## src/rtl/nps_pkg.sv

```systemverilog
// Shared types and constants for the non-preemptive priority scheduler.
// Used by the controller, the datapath and the top level; depends on nothing.
package nps_pkg;

    localparam int MAX_JOBS   = 16;
    localparam int MAX_OWNERS = 16;
    localparam int IDX_W      = $clog2(MAX_JOBS);
    localparam int CNT_W      = $clog2(MAX_JOBS + 1);

    localparam int JOB_W   = 8;
    localparam int OWNER_W = 4;
    localparam int TIME_W  = 16;
    localparam int LEN_W   = 16;
    localparam int PRIO_W  = 8;

    localparam int IN_DATA_W  = 56;
    localparam int OUT_DATA_W = 48;

    localparam logic KIND_LOAD = 1'b0;
    localparam logic KIND_TICK = 1'b1;

    typedef struct packed {
        logic [PRIO_W-1:0]  priority_level;
        logic [TIME_W-1:0]  arrival_time;
        logic [OWNER_W-1:0] owner_id;
        logic [JOB_W-1:0]   job_id;
        logic [LEN_W-1:0]   remaining;
    } slot_t;

    localparam int SLOT_W = $bits(slot_t);

    typedef struct packed {
        logic load;
        logic tick_start;
        logic scan_step;
        logic dispatch;
        logic finish;
    } ctl_cmd_t;

    typedef struct packed {
        logic busy;
        logic scan_last;
        logic out_free;
    } dp_sts_t;

endpackage

```

## src/rtl/nps_ram.sv

```systemverilog
// Generic simple dual-port RAM with one write port and a registered read port.
// No dependencies.
module nps_ram #(
    parameter int WIDTH = 8,
    parameter int DEPTH = 16
) (
    input  logic                     aclk,
    input  logic                     we,
    input  logic [$clog2(DEPTH)-1:0] waddr,
    input  logic [WIDTH-1:0]         wdata,
    input  logic [$clog2(DEPTH)-1:0] raddr,
    output logic [WIDTH-1:0]         rdata
);

    logic [WIDTH-1:0] mem_reg [DEPTH];
    logic [WIDTH-1:0] rdata_reg;

    always_ff @(posedge aclk) begin
        if (we) begin
            mem_reg[waddr] <= wdata;
        end
        rdata_reg <= mem_reg[raddr];
    end

    assign rdata = rdata_reg;

endmodule

```

## src/rtl/nps_ctrl.sv

```systemverilog
// Sequencing state machine for the scheduler: load, table scan, run update, output.
// Depends on nps_pkg for the command and status structs.
module nps_ctrl (
    input  logic             aclk,
    input  logic             aresetn,
    input  logic             s_tvalid,
    input  logic             in_kind,
    output logic             s_tready,
    input  nps_pkg::dp_sts_t sts,
    output nps_pkg::ctl_cmd_t cmd
);
    import nps_pkg::*;

    typedef enum logic [5:0] {
        ST_IDLE     = 6'b000001,
        ST_SCAN     = 6'b000010,
        ST_SCAN_END = 6'b000100,
        ST_DISPATCH = 6'b001000,
        ST_RUN_RD   = 6'b010000,
        ST_RUN_EXE  = 6'b100000
    } state_t;

    state_t state_reg;
    state_t state_next;

    always_comb begin
        state_next = state_reg;
        cmd        = '0;
        s_tready   = 1'b0;
        case (state_reg)
            ST_IDLE: begin
                s_tready = 1'b1;
                if (s_tvalid) begin
                    if (in_kind == KIND_LOAD) begin
                        cmd.load = 1'b1;
                    end else begin
                        cmd.tick_start = 1'b1;
                        state_next     = sts.busy ? ST_RUN_RD : ST_SCAN;
                    end
                end
            end
            ST_SCAN: begin
                cmd.scan_step = 1'b1;
                if (sts.scan_last) begin
                    state_next = ST_SCAN_END;
                end
            end
            ST_SCAN_END: begin
                state_next = ST_DISPATCH;
            end
            ST_DISPATCH: begin
                cmd.dispatch = 1'b1;
                state_next   = ST_RUN_RD;
            end
            ST_RUN_RD: begin
                state_next = ST_RUN_EXE;
            end
            ST_RUN_EXE: begin
                if (sts.out_free) begin
                    cmd.finish = 1'b1;
                    state_next = ST_IDLE;
                end
            end
            default: begin
                state_next = ST_IDLE;
            end
        endcase
    end

    always_ff @(posedge aclk) begin
        if (!aresetn) begin
            state_reg <= ST_IDLE;
        end else begin
            state_reg <= state_next;
        end
    end

endmodule

```

## src/rtl/nps_dp.sv

```systemverilog
// Scheduler datapath: job table, valid bits, selection scan, run update, output word.
// Depends on nps_pkg and nps_ram.
module nps_dp (
    input  logic                            aclk,
    input  logic                            aresetn,
    input  nps_pkg::ctl_cmd_t               cmd,
    output nps_pkg::dp_sts_t                sts,
    input  logic [nps_pkg::IN_DATA_W-1:0]   s_tdata,
    output logic                            m_tvalid,
    input  logic                            m_tready,
    output logic [nps_pkg::OUT_DATA_W-1:0]  m_tdata
);
    import nps_pkg::*;

    logic [MAX_JOBS-1:0] valid_reg;
    logic [IDX_W-1:0]    running_reg;
    logic                busy_reg;
    logic                idle_rep_reg;
    logic [TIME_W-1:0]   clock_reg;
    logic [CNT_W-1:0]    load_cnt_reg;
    logic                disp_reg;

    logic [IDX_W-1:0]    scan_idx_reg;
    logic                cand_vld_reg;
    logic [IDX_W-1:0]    cand_idx_reg;
    logic                found_reg;
    logic [IDX_W-1:0]    best_idx_reg;
    logic [PRIO_W-1:0]   best_prio_reg;
    logic [TIME_W-1:0]   best_arr_reg;

    logic                  out_vld_reg;
    logic [OUT_DATA_W-1:0] out_data_reg;

    slot_t            rd_slot;
    slot_t            ld_slot;
    slot_t            up_slot;
    slot_t            wr_slot;
    logic             ram_we;
    logic [IDX_W-1:0] ram_waddr;
    logic [IDX_W-1:0] ram_raddr;
    logic [SLOT_W-1:0] ram_rdata;

    logic [OWNER_W-1:0] in_owner;
    logic [LEN_W-1:0]   in_len;
    logic               load_ok;

    logic              cand_ok;
    logic              cand_better;
    logic [LEN_W-1:0]  rem_dec;
    logic              cmpl;
    logic              idle_hit;
    logic [MAX_JOBS-1:0] valid_after;

    logic [TIME_W-1:0]  o_time;
    logic [JOB_W-1:0]   o_job;
    logic               o_cmpl;
    logic [OWNER_W-1:0] o_owner;
    logic [TIME_W-1:0]  o_finish;
    logic               o_all_done;

    // Input word unpacking and load normalization.
    assign in_owner = (32'(s_tdata[11:8]) >= MAX_OWNERS) ? OWNER_W'(MAX_OWNERS - 1)
                                                        : s_tdata[11:8];
    assign in_len   = (s_tdata[43:28] == '0) ? LEN_W'(1) : s_tdata[43:28];
    assign load_ok  = cmd.load && (load_cnt_reg < CNT_W'(MAX_JOBS));

    always_comb begin
        ld_slot.job_id         = s_tdata[7:0];
        ld_slot.owner_id       = in_owner;
        ld_slot.arrival_time   = s_tdata[27:12];
        ld_slot.remaining      = in_len;
        ld_slot.priority_level = s_tdata[51:44];
    end

    assign rd_slot = slot_t'(ram_rdata);

    // Run update of the current job.
    assign rem_dec = (rd_slot.remaining != '0) ? rd_slot.remaining - LEN_W'(1) : '0;
    assign cmpl    = busy_reg && (rem_dec == '0);

    always_comb begin
        up_slot           = rd_slot;
        up_slot.remaining = rem_dec;
    end

    assign ram_we    = load_ok || (cmd.finish && busy_reg);
    assign ram_waddr = load_ok ? load_cnt_reg[IDX_W-1:0] : running_reg;
    assign wr_slot   = load_ok ? ld_slot : up_slot;
    assign ram_raddr = cmd.scan_step ? scan_idx_reg : running_reg;

    nps_ram #(
        .WIDTH(SLOT_W),
        .DEPTH(MAX_JOBS)
    ) u_table (
        .aclk  (aclk),
        .we    (ram_we),
        .waddr (ram_waddr),
        .wdata (wr_slot),
        .raddr (ram_raddr),
        .rdata (ram_rdata)
    );

    // Selection compare on the word read in the previous scan cycle.
    assign cand_ok = cand_vld_reg && valid_reg[cand_idx_reg]
                     && (rd_slot.arrival_time <= clock_reg);
    assign cand_better = !found_reg
                         || (rd_slot.priority_level < best_prio_reg)
                         || ((rd_slot.priority_level == best_prio_reg)
                             && (rd_slot.arrival_time < best_arr_reg));

    always_ff @(posedge aclk) begin
        if (!aresetn) begin
            cand_vld_reg <= 1'b0;
            found_reg    <= 1'b0;
            scan_idx_reg <= '0;
        end else begin
            cand_vld_reg <= cmd.scan_step;
            if (cmd.tick_start) begin
                found_reg    <= 1'b0;
                scan_idx_reg <= '0;
            end else begin
                if (cmd.scan_step) begin
                    scan_idx_reg <= scan_idx_reg + IDX_W'(1);
                end
                if (cand_ok && cand_better) begin
                    found_reg <= 1'b1;
                end
            end
        end
    end

    always_ff @(posedge aclk) begin
        cand_idx_reg <= scan_idx_reg;
        if (cand_ok && cand_better) begin
            best_idx_reg  <= cand_idx_reg;
            best_prio_reg <= rd_slot.priority_level;
            best_arr_reg  <= rd_slot.arrival_time;
        end
    end

    // Result of the tick being closed.
    assign idle_hit    = !busy_reg && (|valid_reg) && !idle_rep_reg;
    assign valid_after = cmpl ? (valid_reg & ~(MAX_JOBS'(1) << running_reg)) : valid_reg;

    assign o_time     = clock_reg;
    assign o_job      = busy_reg ? rd_slot.job_id : '0;
    assign o_cmpl     = cmpl;
    assign o_owner    = cmpl ? rd_slot.owner_id : '0;
    assign o_finish   = cmpl ? clock_reg + TIME_W'(1) : '0;
    assign o_all_done = ~(|valid_after);

    always_ff @(posedge aclk) begin
        if (!aresetn) begin
            valid_reg    <= '0;
            running_reg  <= '0;
            busy_reg     <= 1'b0;
            idle_rep_reg <= 1'b0;
            clock_reg    <= '0;
            load_cnt_reg <= '0;
            disp_reg     <= 1'b0;
        end else begin
            if (load_ok) begin
                valid_reg[load_cnt_reg[IDX_W-1:0]] <= 1'b1;
                load_cnt_reg <= load_cnt_reg + CNT_W'(1);
            end
            if (cmd.tick_start) begin
                disp_reg <= 1'b0;
            end
            if (cmd.dispatch && found_reg) begin
                running_reg  <= best_idx_reg;
                busy_reg     <= 1'b1;
                idle_rep_reg <= 1'b0;
                disp_reg     <= 1'b1;
            end
            if (cmd.finish) begin
                clock_reg <= clock_reg + TIME_W'(1);
                valid_reg <= valid_after;
                if (cmpl) begin
                    busy_reg <= 1'b0;
                end
                if (idle_hit) begin
                    idle_rep_reg <= 1'b1;
                end
            end
        end
    end

    // Output register.
    always_ff @(posedge aclk) begin
        if (!aresetn) begin
            out_vld_reg <= 1'b0;
        end else if (cmd.finish) begin
            out_vld_reg <= 1'b1;
        end else if (m_tready) begin
            out_vld_reg <= 1'b0;
        end
    end

    always_ff @(posedge aclk) begin
        if (cmd.finish) begin
            out_data_reg <= {o_all_done, o_finish, o_owner, o_cmpl, idle_hit,
                             disp_reg, o_job, o_time};
        end
    end

    assign m_tvalid = out_vld_reg;
    assign m_tdata  = out_data_reg;

    assign sts.busy      = busy_reg;
    assign sts.scan_last = (scan_idx_reg == IDX_W'(MAX_JOBS - 1));
    assign sts.out_free  = !out_vld_reg || m_tready;

endmodule

```

## src/rtl/nonpreemptive_priority_scheduler.sv

```systemverilog
// Non-preemptive priority scheduler top level: controller plus datapath.
// Depends on nps_pkg, nps_ctrl, nps_dp and nps_ram.
//
// The input channel carries load words (s_tuser = 0) that put a job into the
// next free slot of a 16-entry table, and tick words (s_tuser = 1) that
// advance simulated time by one step. A load gives no result; loads beyond
// the table size are dropped. Each tick gives exactly one result word on
// the output channel.
// A tick while a job runs goes through the run read and run execute states
// before its result is registered. A tick with no job running first scans
// all 16 table slots through the single read port of the table memory, one
// slot per cycle. s_tready is high only between items.
// The output register lets the block accept the next item while a result
// waits; if the receiver stalls, a following tick holds in its last step
// until the output register frees up, and nothing is lost.
// Reset (aresetn low, synchronous) empties the table, stops the running job,
// sets time to zero and drops any pending result.
module nonpreemptive_priority_scheduler (
    input  logic                            aclk,
    input  logic                            aresetn,
    input  logic                            s_tvalid,
    output logic                            s_tready,
    // job_id[7:0], owner_id[11:8], arrival_time[27:12], run_length[43:28],
    // priority_level[51:44], zero padding[55:52]
    input  logic [nps_pkg::IN_DATA_W-1:0]   s_tdata,
    // kind[0]
    input  logic                            s_tuser,
    output logic                            m_tvalid,
    input  logic                            m_tready,
    // time_now[15:0], run_job[23:16], dispatched[24], idle_start[25],
    // completed[26], done_owner[30:27], finish_time[46:31], all_done[47]
    output logic [nps_pkg::OUT_DATA_W-1:0]  m_tdata
);
    import nps_pkg::*;

    ctl_cmd_t cmd;
    dp_sts_t  sts;

    nps_ctrl u_ctrl (
        .aclk     (aclk),
        .aresetn  (aresetn),
        .s_tvalid (s_tvalid),
        .in_kind  (s_tuser),
        .s_tready (s_tready),
        .sts      (sts),
        .cmd      (cmd)
    );

    nps_dp u_dp (
        .aclk     (aclk),
        .aresetn  (aresetn),
        .cmd      (cmd),
        .sts      (sts),
        .s_tdata  (s_tdata),
        .m_tvalid (m_tvalid),
        .m_tready (m_tready),
        .m_tdata  (m_tdata)
    );

endmodule

```

## config.mk

```make
export PLATFORM = sky130hd
export DESIGN_NAME = nonpreemptive_priority_scheduler
export DESIGN_NICKNAME = d
export VERILOG_FILES = /design/src/rtl/nps_pkg.sv /design/src/rtl/nps_ram.sv /design/src/rtl/nps_ctrl.sv /design/src/rtl/nps_dp.sv /design/src/rtl/nonpreemptive_priority_scheduler.sv
export SDC_FILE = /design/constraint.sdc
export NUM_CORES = 1
export LEC_CHECK = 0
export BUFFER_PORTS_ARGS = -buffer_cell sky130_fd_sc_hd__buf_4
export CAP_MARGIN = 5
export CORE_UTILIZATION = 43
export DETAILED_ROUTE_END_ITERATION = 7
export GPL_ROUTABILITY_DRIVEN = 0
export PLACE_DENSITY_LB_ADDON = 0.15
export SETUP_SLACK_MARGIN = 0.2
export SKIP_LAST_GASP = 1
export SLEW_MARGIN = 20
export SYNTH_ARGS = -nofsm -noshare
export SYNTH_HDL_FRONTEND = slang
export SYNTH_SLANG_ARGS = --single-unit
```

## constraint.sdc

```tcl
create_clock -name aclk -period 7.9 [get_ports aclk]
set_input_delay 1.975 -clock aclk [delete_from_list [all_inputs] [get_ports aclk]]
set_output_delay 1.975 -clock aclk [all_outputs]
set_load 0.02 [all_outputs]
```

* After elaboration in Yosys (flattened, before gate mapping)
Memory sizes are Yosys's and may differ from the RTL's. A register that Yosys moved wholly into a read port is not among the register bits. Index checks and enable logic that the tools add are counted. W data, S select, Z words.
Storage, ports and cells: flip-flop bits (word level) 137, bits in writable memories 832, input bits 61, output and inout bits 50, memories kept 1
Cells by class: add/subtract/negate cells 4, $lt $le $gt $ge 7, eq/ne operators 12, shift operators 1, mux-type cells 39, bitwise gates (word level) 5, reductions and logical operators 29
Memory list:
- u_dp.u_table.mem_reg | words 16, bits a word 52, rd ports 1, clocked after Yosys merged registers in 1, wr ports 1, RTL line nps_ram.sv:15 | logic [WIDTH-1:0] mem_reg [DEPTH];
Operators with widths (number):
- $mux W16 | 5
- $mux W52 | 1
- $pmux W6 S6 | 1
- $logic_not A16 Y1 | 2
- $reduce_or A16 Y1 | 2
- $mux W6 | 4
- $mux W1 | 21
- $add A16 B1 Y16 const B | 1
- $and A16 B16 Y16 | 1
- $le A16 B16 Y1 | 1
- $lt A16 B16 Y1 | 1
- $not A16 Y16 | 1
- $or A16 B16 Y16 | 1
- $reduce_bool A16 Y1 | 1
- $shl A1 B4 Y16 const A | 1
- $sub A16 B1 Y16 const B | 1
- $logic_and A1 B1 Y1 | 11
- $lt A4 B5 Y1 const B | 2
- $eq A8 B8 Y1 | 1
- $lt A8 B8 Y1 | 1
- $mux W4 | 2
- $ne A2 B2 Y1 const B | 4
- $eq A6 B1 Y1 const B | 1
- $eq A6 B2 Y1 const B | 1
- 19 further kinds | 29

* Logic depth before layout (Yosys ltp)
Gate-level depths: netlist (run 1).
depth after elaboration 8, gate-level depth with buffers 13, gate-level depth less buffers 12

* Modules after synthesis
A second synthesis (run 1) with hierarchy kept.
Unflattened totals: cells, all modules 2207, area total of the unflattened synthesis 40113.5 um^2
By module, submodules not included:
- nps_ram | instances 1, cells an instance 1344, area an instance 32215.9 um^2, seq. area each 26025.0 um^2
- nps_dp | instances 1, cells an instance 818, area an instance 7524.7 um^2, seq. area each 3383.2 um^2
- nps_ctrl | instances 1, cells an instance 45, area an instance 372.9 um^2, seq. area each 120.1 um^2

* Worst setup path after synthesis (run 1)
Ideal clock, no wire load.
path kind input port to flip-flop, start in m_tready, end mem u_dp.u_table.mem_reg[13][0] in the netlist's numbering, enable pin, setup time 0.462 ns, arrival 6.738 ns, data required time 7.438 ns, setup slack 0.700 ns, stages on the path 7, cells stage by stage nand2b_1 > nand2b_1 > clkbuf_1 > inv_1 > clkbuf_1 > a41oi_1 > nor2_1
RTL lines:
- start, declared | RTL line nonpreemptive_priority_scheduler.sv:29 | input logic m_tready,
- end, declared | RTL line nps_ram.sv:15

* Worst setup path after layout (run 1)
start in m_tready, end mem u_dp.u_table.mem_reg[9][6] in the netlist's numbering, enable pin
Between the ends: longest elaborated chain between the ends 7
Ends and longest elaborated chain:
- $logic_or A1 B1 Y1 | RTL line nps_dp.sv:211 | assign sts.out_free = !out_vld_reg || m_tready;
- $mux W1 | RTL line nps_ctrl.sv:59 | if (sts.out_free) begin
- $mux W1 | RTL line nps_ctrl.sv:30 | case (state_reg)
- $logic_and A1 B1 Y1 | RTL line nps_dp.sv:86 | assign ram_we = load_ok || (cmd.finish && busy_reg);
- $logic_or A1 B1 Y1 | RTL line nps_dp.sv:86
- $mux W1 | RTL line nps_ram.sv:19 | if (we) begin
- $mux W1 (implied by the code) | RTL line nps_ram.sv:20 | mem_reg[waddr] <= wdata;
Every way passes these cells.

==> results of run 1 <==
[metal layers]
| metal | wire, um | global-route usage |
|---|---|---|
| met1 | 41200 | 0.280 |
| met2 | 45200 | 0.324 |
| met3 | 5180 | 0.0304 |
| met4 | 1850 | 0.0561 |
| met5 | 0 | 0 |
[placed cells by master, fill, tap and decap left out, drive strengths merged, types with 42 or more instances in the layout]
master / n
nand2: 279
ha: 47
mux4: 213
and2: 83
dfxtp: 113
nor2: 76
clkbuf: 153
edfxtp: 908
buf: 160
a211oi: 53
o21ai: 42
a31oi: 58
inv: 54
[report_power, final]
| part | internal (uW) | switching, uW |
|---|---|---|
| Sequential | 6390 | 104 |
| Clock | 3170 | 2060 |
| Combinational | 284 | 701 |
[logic make-up (layout without fill, tap and decap cells)]
kind of cell	count (synthesis)	count (layout)	share of synthesized area
simple gates	580	580	0.0681
flops	1021	1021	0.728
compound gates	252	252	0.0420
buf+inv	167	414	0.0171
mux	220	220	0.120
fa+ha+maj	47	47	0.0145
xor+xnor	46	46	0.00994
[synth_stat cells, drive strengths merged (42+ instances only)]
| cell type | count |
|---|---|
| a211oi | 53 |
| a31oi | 58 |
| and2 | 83 |
| buf | 44 |
| clkbuf | 72 |
| dfxtp | 113 |
| edfxtp | 908 |
| ha | 47 |
| inv | 51 |
| mux4 | 213 |
| nand2 | 279 |
| nor2 | 76 |
| o21ai | 42 |
[metrics by stage]
stage	hold slack (ns)	area, sq um	instances	setup slack [ns]	utilization
floorplan	0.379	40500	2333	0.700	-
global placement	0.418	43100	3631	2.28	0.461
detailed placement	0.427	43100	3631	2.17	0.461
CTS	0.445	46800	3834	2.89	0.501
global route	0.467	46800	3834	2.74	0.502
finish	0.446	46800	3834	2.95	0.502
[final timing paths]
path | startpoint | endpoint | slack (ns) | cells after the start
min | u_dp.disp_reg$_SDFFE_PN0P_ | u_dp.m_tdata[24]$_DFFE_PP_ | 0.45 | 0
max | m_tready | u_dp.u_table.mem_reg[9][6]$_DFFE_PP_ | 2.95 | 7
min reg2reg | u_dp.disp_reg$_SDFFE_PN0P_ | u_dp.m_tdata[24]$_DFFE_PP_ | 0.45 | 0
max reg2reg | u_ctrl.state_reg[2]$_SDFFE_PN0P_ | u_dp.u_table.mem_reg[9][6]$_DFFE_PP_ | 3.39 | 8
[cell type report]
cell class	count	area, sq um
Clock buffer	153	3160
Fill cell	7755	46500
Tap cell	1254	1570
Timing Repair Buffer	160	1250
Sequential cell	1021	29500
Inverter	51	191
Clock inverter	50	578
Multi-Input combinational cell	1145	10500
[worst max-delay path, delay by kind of cell]
family	cells	cell delay, ns
simple gates	3	1.44
buf+inv	3	1.23
compound gates	1	0.57
==> results by group, run 1 <==
Status
  • Outcome: finished clean

Worst setup path
  • Critical path type: in2reg
  • CP required: just over 8 ns
  • Critical-path cell list: buf_4 > nand2b_1 > nand2b_1 > inv_2 > a41oi_1 > nor2_4 > buf_4
  • Crit path DAT: around 5.3 ns
  • Crit path capture type: flip-flop
  • Startpoint type of the worst setup path: input port
  • CP max-delay cell: nor2_4
  • Crit-path max cell delay: just under 1 ns
  • CP max FO: 26

Flow run
  • Max-Cap Viols: 0

CTS
  • H-tree levels: 3
  • Clk slew on worst S/H paths: 0.06 ns
  • Post-CTS sizing: 0
  • Post-CTS Hold Fix Bufs: 0
  • Root Buffer: clkbuf_16
  • Clk sinks: about 1.0k
  • Latest clock arrival within the worst-skew pair: between 0.6 and 0.7 ns
  • CTS Buffer Depth: 3
  • Buffer count from post-CTS setup fixing: 0
  • Inserted Clock Buffers: 108
  • CTS tree: built

Synthesis
  • Syn_area_per_cell: approximately 17 sq um
  • Most used DFF post-synth: edfxtp_1
  • Leading area contributor after synthesis: edfxtp_1
  • Number of flops mapped to enable cells by yosys: 908
  • Asr flop ratio synth: 0
  • Synth Register Bits: 1021
  • Register area share after synthesis: 0.728
  • Warnings, synthesis: 0
  • Post-synth cell types: 64
  • Area share of the largest cell type after synthesis: 0.673
  • Synth top area cells: edfxtp_1 (67%), mux4_2 (12%), dfxtp_1 (5.6%)
  • Post-synthesis net count: ~2.4k
  • Post-Synthesis Cells: between 2k and 2.5k
  • Post-Syn Area: just over 0.04 sq mm

Placed design
  • DP HPWL: just over 50000 um
  • Port bufs: between 100 and 150

Global route
  • GR Overflow Total: 0
  • First-pass GRT wire length: about 140000 um
  • Vias in the first global route: 22.0k
  • Pin count of the biggest net entering global routing: around 150
  • Initial antenna violation count: 0
  • Total global-route track usage: 0.199

Floorplan
  • Die X: around 310 um
  • Starting density of the core: 0.434
  • Core area: around 0.093 sq mm
  • Die Area: 0.0955 sq mm
  • Chip height: between 300 and 400 um
  • Core Rows: around 110
  • IO Pins: 111

Worst hold path
  • Hold crit path type: reg2reg

Power
  • Final Power: 12700 uW
  • Peak VDD IR: around 0.16 mV
  • PwrDens: 272 mW/mm^2
  • Leak pwr: approximately 0.016 uW

STA
  • Slew Limit Fails: 0
  • Final Setup Violations: 0
  • RSZ-0062 raised after global routing: false
  • Worst Skew: ~0.021 ns
  • Max Fclk: a little over 200 MHz
  • Setup TNS: 0 ns
  • Crit share post-route: 0.626
  • Final Hold Vio Count: 0
  • Rel. slew slack: 0.260
  • Worst-margin pin slew: 1.11 ns
  • Clock period minus worst slack: 4.95 ns

Cells and area
  • Max FFs per register: 832
  • Diodes inserted: 0
  • # nets final: roughly 2.6k
  • Area Growth Syn to Fin: 15.5%
  • Share of cells above drive strength 1: 0.228

Route
  • Vias/cell: 5.57
  • Avg WL per Cell: about 24 um
  • Vias: about 21k
  • Total routed wirelength: 93500 um
  • Initial drt markers: around 1.5k
  • Post-DRT Antenna Nets: 0
  • 1st-pass router iterations: 5
  • Detailed-route DRC error count: 0
(Power assumes the default switching activity.)
==> run 2, diff against run 1 <==
--- a/config.mk
+++ b/config.mk
@@ -5,6 +5,7 @@
 export SDC_FILE = /design/constraint.sdc
 export NUM_CORES = 1
 export LEC_CHECK = 0
+export ABC_AREA = 1
 export BUFFER_PORTS_ARGS = -buffer_cell sky130_fd_sc_hd__buf_4
 export CAP_MARGIN = 5
 export CORE_UTILIZATION = 43
==> constraint.sdc (replaced) <==
create_clock -name aclk -period 4.9 [get_ports aclk]
set_input_delay 1.225 -clock aclk [delete_from_list [all_inputs] [get_ports aclk]]
set_output_delay 1.225 -clock aclk [all_outputs]
set_load 0.02 [all_outputs]
==> run 2 against run 1 <==
Effect of this change: global-route usage grew 2.2 points; combinational power grew to 2.8 times the previous value; highest routed layer unchanged; first-iteration DRC count grew 56%; utilization shrank 0.47 points; clock skew grew 0.0076 ns; sequential power grew 65%; sequential cell count is the same; largest cell class unchanged; cell count grew 24%; power grew 68%; die area grew 1.7%; non-clock buffer count grew 27.
==> results by group, run 2 <==
STA
  • Crit share post-route: 0.732
  • Clock period minus worst slack: 3.59 ns
  • Max Fclk: ~280 MHz
  • RSZ-0062 raised after global routing: false (unchanged)
  • Final Hold Vio Count: 0 (unchanged)
  • Setup TNS: 0 ns (unchanged)
  • Worst-margin pin slew: 1.11 ns (about the same)
  • Worst Skew: 0.0288 ns (was 0.0213 ns)
  • Rel. slew slack: 0.262 (was 0.260)
  • Slew Limit Fails: 0 (unchanged)
  • Final Setup Violations: 0 (unchanged)

Worst setup path
  • CP most frequent cell: buf_4
  • CP Capture Point: u_dp.u_table.mem_reg[3][43]$_DFFE_PP_ (was u_dp.u_table.mem_reg[9][6]$_DFFE_PP_)
  • CP max FO: 19 (was 26)
  • CP startpoint: s_tvalid (was m_tready)
  • Crit-path max cell delay: 0.63 ns (was 0.97 ns)
  • Crit path capture type: flip-flop (unchanged)
  • RR Endpoint: u_dp.u_table.mem_reg[3][43]$_DFFE_PP_ (was u_dp.u_table.mem_reg[9][6]$_DFFE_PP_)
  • CP max-delay cell: nor2_4 (unchanged)
  • Startpoint type of the worst setup path: input port (unchanged)
  • Critical path type: in2reg (unchanged)
  • R2R Setup Slk: 1.34 ns (was 3.39 ns)
  • CP required: 5.25 ns (was 8.23 ns)
  • Crit path DAT: 3.94 ns (was 5.28 ns)
  • Cells on worst reg2reg path: 8 (unchanged)
  • Reg2reg start: u_ctrl.state_reg[4]$_SDFFE_PN0P_ (was u_ctrl.state_reg[2]$_SDFFE_PN0P_)
  • Critical-path cell list: buf_4 > inv_1 > nor4_4 > inv_2 > o21ai_0 > nand2_1 > nor2_4 > buf_4 (was buf_4 > nand2b_1 > nand2b_1 > inv_2 > a41oi_1 > nor2_4 > buf_4)

Synthesis
  • Warnings, synthesis: 0 (unchanged)
  • Most instantiated cells after synthesis: edfxtp_1 (908), nor2_1 (517), o21ai_0 (429), nand2_1 (307), o221ai_1 (154) (was edfxtp_1 (908), nand2_1 (278), mux4_2 (213), dfxtp_1 (113), and2_1 (83))
  • Synth top area cells: edfxtp_1 (66%), dfxtp_1 (5.5%), o21ai_0 (5.2%) (was edfxtp_1 (67%), mux4_2 (12%), dfxtp_1 (5.6%))
  • Number of flops mapped to enable cells by yosys: 908 (unchanged)
  • Post-Syn Area: 0.0412 sq mm (was 0.0405 sq mm)
  • Asr flop ratio synth: 0 (unchanged)
  • Top-count cell post-synth: edfxtp_1 (unchanged)
  • Synth Register Bits: 1021 (unchanged)
  • Leading area contributor after synthesis: edfxtp_1 (unchanged)
  • Syn_area_per_cell: 12.4 sq um (was 17.4 sq um)
  • Most used DFF post-synth: edfxtp_1 (unchanged)
  • Register area share after synthesis: 0.716 (was 0.728)
  • Area share of the largest cell type after synthesis: 0.661 (was 0.673)
  • Post-synthesis net count: 3436 (was 2441)
  • Post-synth cell types: 54 (was 64)
  • Post-Synthesis Cells: 3328 (was 2333)

Global route
  • Total global-route track usage: 0.221 (was 0.199)
  • GR Overflow Total: 0 (unchanged)
  • Pin count of the biggest net entering global routing: 257 (was 149)
  • First-pass GRT wire length: 164000 um (was 140000 um)
  • Vias in the first global route: 26.7k (was 22.0k)
  • Initial antenna violation count: 1 (was 0)

Cells and area
  • # nets final: 3528 (was 2595)
  • Most common cell after layout, fill and taps aside: edfxtp_1 (unchanged)
  • Area Growth Syn to Fin: 14.5% (was 15.5%)
  • Layout Cells excl Fill: 4773 (was 3834)
  • Most frequent cells in the layout: edfxtp_1 (908), nor2_1 (500), o21ai_0 (426) (was edfxtp_1 (908), nand2_1 (277), mux4_2 (213))
  • Final core area utilization: 0.497 (was 0.502)
  • Post-route design area: 0.0472 sq mm (was 0.0468 sq mm)
  • Diodes inserted: 0 (unchanged)
  • Max FFs per register: 832 (unchanged)
  • Share of cells above drive strength 1: 0.117 (was 0.228)

CTS
  • Latest clock arrival within the worst-skew pair: 0.68 ns (about the same)
  • Clk sinks: 1021 (unchanged)
  • CTS tree: built (unchanged)
  • Post-CTS sizing: 0 (unchanged)
  • CTS Buffer Depth: 3 (unchanged)
  • Post-CTS Hold Fix Bufs: 0 (unchanged)
  • Buffer count from post-CTS setup fixing: 0 (unchanged)
  • H-tree levels: 3 (unchanged)
  • Clk slew on worst S/H paths: 0.06 ns (about the same)
  • Root Buffer: clkbuf_16 (unchanged)
  • Inserted Clock Buffers: 105 (was 108)

Worst hold path
  • Hold crit path type: reg2reg (unchanged)
  • Hold path depth: 0 (unchanged)

Route
  • Total routed wirelength: 108000 um (was 93500 um)
  • Post-DRT Antenna Nets: 0 (unchanged)
  • 1st-pass router iterations: 6 (was 5)
  • Vias/cell: 5.67 (was 5.57)
  • Detailed-route DRC error count: 0 (unchanged)
  • Avg WL per Cell: 22.7 um (was 24.4 um)
  • Vias: 27.1k (was 21.4k)
  • Initial drt markers: 2400 (was 1539)

Floorplan
  • IO Pins: 111 (unchanged)
  • Die Area: 0.0972 sq mm (was 0.0955 sq mm)
  • Core area: 0.0950 sq mm (was 0.0933 sq mm)
  • Starting density of the core: 0.434 (about the same)
  • Chip height: 312 um (was 309 um)
  • Die X: 312 um (was 309 um)
  • Core Rows: 113 (was 112)

Power
  • PwrDens: 452 mW/mm^2 (was 272 mW/mm^2)
  • Leak pwr: 0.0160 uW (was 0.0156 uW)
  • Peak VDD IR: 0.274 mV (was 0.161 mV)
  • Final Power: 21300 uW (was 12700 uW)

Placed design
  • Placed insts: 4574 (was 3631)
  • Dpl cell area: 0.0438 sq mm (was 0.0431 sq mm)
  • Port bufs: 106 (unchanged)
  • DP HPWL: 58500 um (was 50300 um)

Status
  • Outcome: finished clean (unchanged)

Flow run
  • Max-Cap Viols: 0 (unchanged)
==> run 2: cell type report <==
type	instances	area, sq um
fillers	8183	47800
flip-flops and latches	1021	29500
multi-input cells	1949	10400
clock buffers	149	2930
repair buffers	187	1750
well taps	1265	1580
inverters	156	601
clock inverters	46	445
==> run 2: cell families (layout without fill, tap and decap cells) <==
logic type,Yosys count,in the layout,share of synthesized area
AO/OA/AOI/OAI,878,878,0.127
flip-flops,1021,1021,0.716
adder cells (fa/ha/maj),47,47,0.0143
XOR/XNOR,12,12,0.00255
AND/OR/NAND/NOR,1012,1012,0.103
buffers and inverters,358,538,0.0367
==> run 2: worst min-delay path by stage <==
stage | startpoint | slack, ns | endpoint
after detailed placement | u_dp.scan_idx_reg[3]$_SDFFE_PP0P_ | 0.37 | u_dp.cand_idx_reg[3]$_DFF_P_
final | u_dp.scan_idx_reg[3]$_SDFFE_PP0P_ | 0.38 | u_dp.cand_idx_reg[3]$_DFF_P_
after global placement | u_dp.scan_idx_reg[3]$_SDFFE_PP0P_ | 0.37 | u_dp.cand_idx_reg[3]$_DFF_P_
after global routing | u_dp.scan_idx_reg[3]$_SDFFE_PP0P_ | 0.39 | u_dp.cand_idx_reg[3]$_DFF_P_
after floorplan | u_dp.scan_idx_reg[3]$_SDFFE_PP0P_ | 0.35 | u_dp.cand_idx_reg[3]$_DFF_P_
after CTS | u_dp.scan_idx_reg[3]$_SDFFE_PP0P_ | 0.38 | u_dp.cand_idx_reg[3]$_DFF_P_
==> run 2: metal layers <==
metal	routed length (um)	vias to the layer above	part of all wire	track usage
li1	-	12400	-	-
met1	46500	13500	0.43	0.303
met2	51900	936	0.48	0.366
met3	6340	204	0.059	0.0246
met4	3490	0	0.032	0.0768
met5	0	-	0	0
==> run 2: per-stage QoR <==
stage	hold WS, ns	setup WS (ns)
CTS	0.379	1.32
floorplan	0.351	-0.0613
global placement	0.367	0.667
global route	0.387	1.09
finish	0.380	1.31
detailed placement	0.368	0.655
==> run 2: power breakdown <==
group | total, uW | switching [uW] | internal (uW)
logic | 2770 | 2050 | 723
clock network | 7820 | 3290 | 4530
registers | 10700 | 238 | 10500
total | 21300 | 5570 | 15800
==> run 2: worst max-delay path, delay by kind of cell <==
| kind | cells | cell delay, ns |
|---|---|---|
| buffers and inverters | 4 | 0.78 |
| AND/OR/NAND/NOR | 3 | 1.44 |
| AO/OA/AOI/OAI | 1 | 0.46 |
